<file path="src/hw/rtl/mstsb_pkg.sv">
`timescale 1ns / 1ps
`default_nettype none
package mstsb_pkg;

  localparam int MAX_VERTICES_DEF = 128;
  localparam int MAX_EDGES_DEF    = 4096;
  localparam int WEIGHT_BITS_DEF  = 16;

  localparam int VID_W       = 7;
  localparam int WIN_W       = 16;
  localparam int VC_W        = 8;
  localparam int COST_W      = 23;
  localparam int RANK_W      = 3;
  localparam int RANK_MAX    = 7;
  localparam int VC_RESET    = 2;
  localparam int QUEUE_DEPTH = 2;

  typedef enum logic [1:0] {
    CMD_EDGE       = 2'd0,
    CMD_CLOSE      = 2'd1,
    CMD_EDGE_CLOSE = 2'd2
  } cmd_e;

  typedef struct packed {
    cmd_e             kind;
    logic [VID_W-1:0] from_v;
    logic [VID_W-1:0] to_v;
    logic [WIN_W-1:0] weight;
  } cmd_t;

endpackage
`default_nettype wire

</file>
<file path="src/hw/rtl/mstsb_fifo.sv">
`timescale 1ns / 1ps
`default_nettype none
module mstsb_fifo (
  input  logic            clk_i,
  input  logic            rst_ni,
  input  logic            push_i,
  input  mstsb_pkg::cmd_t data_i,
  output logic            full_o,
  input  logic            pop_i,
  output mstsb_pkg::cmd_t data_o,
  output logic            empty_o
);
  import mstsb_pkg::*;

  localparam int PW = (QUEUE_DEPTH > 1) ? $clog2(QUEUE_DEPTH) : 1;
  localparam int NW = $clog2(QUEUE_DEPTH + 1);

  cmd_t          mem_q [QUEUE_DEPTH];
  logic [PW-1:0] wp_q, wp_d, rp_q, rp_d;
  logic [NW-1:0] cnt_q, cnt_d;

  assign full_o  = (32'(cnt_q) == QUEUE_DEPTH);
  assign empty_o = (cnt_q == '0);
  assign data_o  = mem_q[rp_q];

  always_comb begin
    wp_d  = wp_q;
    rp_d  = rp_q;
    cnt_d = cnt_q;
    if (push_i) wp_d = (32'(wp_q) == QUEUE_DEPTH - 1) ? '0 : wp_q + PW'(1);
    if (pop_i)  rp_d = (32'(rp_q) == QUEUE_DEPTH - 1) ? '0 : rp_q + PW'(1);
    if (push_i && !pop_i)      cnt_d = cnt_q + NW'(1);
    else if (!push_i && pop_i) cnt_d = cnt_q - NW'(1);
  end

  always_ff @(posedge clk_i or negedge rst_ni) begin
    if (!rst_ni) begin
      wp_q  <= '0;
      rp_q  <= '0;
      cnt_q <= '0;
    end else begin
      wp_q  <= wp_d;
      rp_q  <= rp_d;
      cnt_q <= cnt_d;
    end
  end

  always_ff @(posedge clk_i) begin
    if (push_i) mem_q[wp_q] <= data_i;
  end

endmodule
`default_nettype wire

</file>
<file path="config.mk">
export PLATFORM = sky130hd
export DESIGN_NAME = mstsb_fifo
export DESIGN_NICKNAME = d
export VERILOG_FILES = /design/src/hw/rtl/mstsb_pkg.sv /design/src/hw/rtl/mstsb_fifo.sv
export SDC_FILE = /design/constraint.sdc
export NUM_CORES = 1
export LEC_CHECK = 0
export BUFFER_PORTS_ARGS = -buffer_cell sky130_fd_sc_hd__buf_2
export CAP_MARGIN = 40
export CORE_ASPECT_RATIO = 0.7
export CORE_MARGIN = 2
export CORE_UTILIZATION = 50
export CTS_CLUSTER_SIZE = 24
export DETAILED_ROUTE_END_ITERATION = 10
export PLACE_DENSITY = 0.75
export SLEW_MARGIN = 20
export SYNTH_ARGS = -nofsm -noshare
export SYNTH_HDL_FRONTEND = slang
export SYNTH_SLANG_ARGS = --single-unit
</file>
<file path="constraint.sdc">
create_clock -name clk_i -period 6.9 [get_ports clk_i]
set_clock_uncertainty 0.15 [all_clocks]
set_input_delay 0.69 -clock clk_i [delete_from_list [all_inputs] [get_ports clk_i]]
set_output_delay 0.69 -clock clk_i [all_outputs]
set_load 0.005 [all_outputs]
</file>
# After elaboration in Yosys (flattened, before gate mapping)
# Memories as Yosys holds them, arrays and structs flattened.
# Index checks and enable logic that the tools add are counted.
[word_totals]
register_bits = 4
ramBits = 64
out_inout_bits = 34
n_memories = 1
[memory_table]
columns = ["memory", "depth", "width", "read_ports", "rd_clocked_by_memory_dff", "wr", "line", "text"]
rows = [
  ["mem_q", 2, 32, 1, 0, 1, "mstsb_fifo.sv:18", "cmd_t mem_q [QUEUE_DEPTH];"],
]
[classes]
add_sub_neg = 4
eq_ne = 1
n_mux = 6
reduce_logical = 6
[ops]
columns = ["cell", "n"]
rows = [
  ["$mux 1", 4],
  ["$mux 2", 2],
  ["$add 1x1->1 const B", 2],
  ["$add 2x1->2 const B", 1],
  ["$eq 2x2->1 const B", 1],
  ["$logic_and 1x1->1", 2],
  ["$logic_not 1->1", 2],
  ["$logic_not 2->1", 1],
  ["$reduce_bool 2->1", 1],
  ["$sub 2x1->2 const B", 1],
]

# Logic depth before layout (Yosys ltp)
[logic_depth]
word_depth = 4
depth_mapped = 5

# Worst setup path after synthesis
# OpenSTA, ideal clock, no wires.
[synth_timing]
kind = "input port to flip-flop"
start = "in push_i"
end = "mem mem_q[0][0] (netlist bit) (enable)"
setup_time_ns = 0.425
arrival_ns = 2.138
t_required_ns = 6.325
setup_slack_ns = 4.188
cell_stages = 1
path_cell_list = "nor2b_1"
[synth_between]
elab_chain_len = 2
[synth_lines]
columns = ["element", "line", "text"]
rows = [
  ["start: declaration", "mstsb_fifo.sv:6", "input logic push_i,"],
  ["$mux 1", "mstsb_fifo.sv:49", "if (push_i) mem_q[wp_q] <= data_i;"],
  ["$mux 1 (not written as such)", "mstsb_fifo.sv:49", ""],
  ["end: declaration", "mstsb_fifo.sv:18", ""],
]
# No other way between the ends.

==> impl_metrics.tcl <==
set metrics [dict create \
    status "complete, no violations" \
    async_flop_share_pct 5.88 \
    start_kind "flip-flop" \
    fin_nets 233 \
    insertion_delay_ns 0.32 \
    cts_tree "yes" \
    finalWirelength_mm 4.06 \
    io_pins 70 \
    r2r_end "mem_q[0][12]" \
    max_stage_delay_ns 0.61 \
    cts_resized 0 \
    grt_max_degree 33 \
    route.detailed.drc 0 \
    setup_tns_ns 0 \
    whs_path_depth 1 \
    synth.area.top_cells "edfxtp_1, mux2_4, dfrtp_1" \
    diodes 0 \
    synth_nets 153 \
    area_delta_synth_final_pct 24.3 \
    synth_seq_area_share_pct 76.3 \
    cp_data_required_time_ns 6.06 \
    maxCapViolCount 0 \
    die_area_sq_mm 0.00591 \
    post_synth_num_cell_types 13 \
    r2r_start "wp_q" \
    crit_slowest_cell "dfrtp_2" \
    ys_ff_latch 68 \
    maxSlewViolCount 0 \
    post_drt_via_cell_ratio 4.67 \
    hold_ws_ns 0.360 \
    numCtsBuffers 9 \
    row_count 22 \
    dp_hpwl_mm 2.86 \
    grt_pass1_wl_mm 6.35 \
    first_iter_violations 36 \
    fin_crit_ns 2.54 \
    die_w_microns 91.0 \
    antenna_found_initial 0 \
    hold_viol_final 0 \
    rsz0062_at_grt "false" \
    drive_gt1_share_pct 59.7 \
    hold_path_class "reg -> reg" \
    rrSetupSlack_ns 5.42 \
    start_util_pct 51.2 \
    cp-end-kind "primary output" \
    vdd_drop_max_mv 0.197 \
    synth_top_area_cell "edfxtp_1" \
    synthFlopType "edfxtp_1" \
    path_cells "buf_12 -> mux2_2 -> buf_2" \
    wl_per_cell_microns 14.9 \
    whs_endpoint "cnt_q[1]" \
    dr.pass1.iters 4 \
    postRouteAntennaNets 0 \
    fp.coreArea_sq_mm 0.00517 \
    grt_use_total_pct 15.0 \
    synth_cells 116 \
    power_density_mw_per_mm2 395 \
    synth.avg_cell_area_sq_um 22.8 \
    syn_area_sq_mm 0.00265 \
    max_slew_margin_pct 71.3 \
    cts_setup_buffers 0 \
    worst_pin_slew_ns 0.430 \
    clkSinkCount 68 \
    clockBufferDepth 2 \
    cts_max_level 3 \
    gp_congestion 0.639 \
    placed_cell_area_sq_mm 0.00308 \
    yosysMostFrequentCell "edfxtp_1" \
    fin_crit_sh_pct 36.7 \
    dp.cells 256 \
    fin_ws_ns 4.36 \
    root_buffer "clkbuf_8" \
    hp-start "cnt_q[1]" \
    design_area_sq_mm 0.00329 \
    r2r_cells 2 \
    clk_pin_slew_ns 0.06 \
    pre_cts_slack_ns 4.70 \
    setup_viol 0 \
    synth_top_area_share_pct 72.6 \
    ys_top_cells_by_count "edfxtp_1, mux2_4, dfrtp_1, xor2_1" \
    synth_edf_count 64 \
    grt_pass1_vias 1350 \
    critPathMaxFanout 22 \
    portBuffers 69 \
    path_class "reg -> out" \
    fin_cells 273 \
    p_leak_nw 1.36 \
    grt_overflow 0 \
    die_h_microns 64.9 \
    fmax_mhz 394 \
    vias 1274 \
    synth-warning-count 0 \
    cp.arrival_ns 1.70 \
]
==> what timing repair did <==
item / CTS / global route
hold endpoints to repair: 4 / 0
endpoints found under the setup margin: 0 / 0
hold buffers: 1 / 0
==> metrics by stage <==
stage / utilization, % / total power [W]
2_1_floorplan: - / 0.000872
4_1_cts: 63.6 / 0.00132
6_report: 63.6 / 0.00130
5_1_grt: 63.6 / 0.00137
3_3_place_gp: 58.5 / 0.000955
3_5_place_dp: 59.5 / 0.000987
==> registers in the layout (all words and copies together), names as in the netlist <==
register	cells
rp_q	1
mem_q	64
wp_q	1
cnt_q	2
==> critical path, delay by kind of cell, from the launching register on <==
| kind | cells | cell delay [ns] |
|---|---|---|
| buf+inv | 2 | 0.38 |
| flops | 1 | 0.61 |
| mux | 1 | 0.36 |
==> cells in the final DEF, fill, tap and decap left out, drive strengths merged <==
master       synthesis  layout
ha                   1       1
nor2b                2       2
xor2                 4       4
and2                 1       1
clkbuf               0      10
dfrtp                4       4
bufinv               0       2
inv                  1       1
clkinv               0       4
dlygate4sd3          0       1
xnor2                1       1
buf                  4      72
mux2                32      32
edfxtp              64      64
nor2                 2       2
==> final cells by class <==
type                    instances  area (sq um)
fillers                       396          1880
inverters                       1          3.75
clock inverters                 6          78.8
multi-input cells              43           559
well taps                      72          90.1
clock buffers                  10           128
repair buffers                 73           410
flip-flops and latches         68          2020
==> kinds of logic after synthesis <==
kind of cell	after synthesis	synth area share [%]
flip-flops	68	76.3
adder cells (fa/ha/maj)	1	0.472
XOR/XNOR	5	1.65
multiplexers	32	17.7
AND/OR/NAND/NOR	5	0.992
buffers and inverters	5	2.83
==> where the power goes <==
group / total, W / leakage, nW / internal, W / switching, W
clock network: 0.000331 / 0.107 / 0.000200 / 0.000130
registers: 0.000597 / 0.646 / 0.000550 / 0.0000467
logic: 0.000374 / 0.603 / 0.000224 / 0.000150
total: 0.00130 / 1.36 / 0.000975 / 0.000327
==> per-layer routing <==
| metal | GRT usage (%) | share of wire (%) | vias to the layer above |
|---|---|---|---|
| li1 | - | - | 608 |
| met1 | 15.1 | 38 | 605 |
| met2 | 25.4 | 51 | 53 |
| met3 | 9.53 | 9.4 | 8 |
| met4 | 5.68 | 1.4 | 0 |
| met5 | 0 | 0 | - |
==> worst max path at each step <==
stage	from	end	cells past startpoint	slack, ns
after global routing	rp_q	data_o[12]	3	4.29
after CTS	rp_q	data_o[12]	3	4.34
final	rp_q	data_o[12]	3	4.36
after global placement	rp_q	data_o[11]	2	4.50
after detailed placement	rp_q	data_o[12]	3	4.70
after floorplan	push_i	mem_q[0][0]	1	4.19
Note: power is estimated with default switching activity, not from simulation.
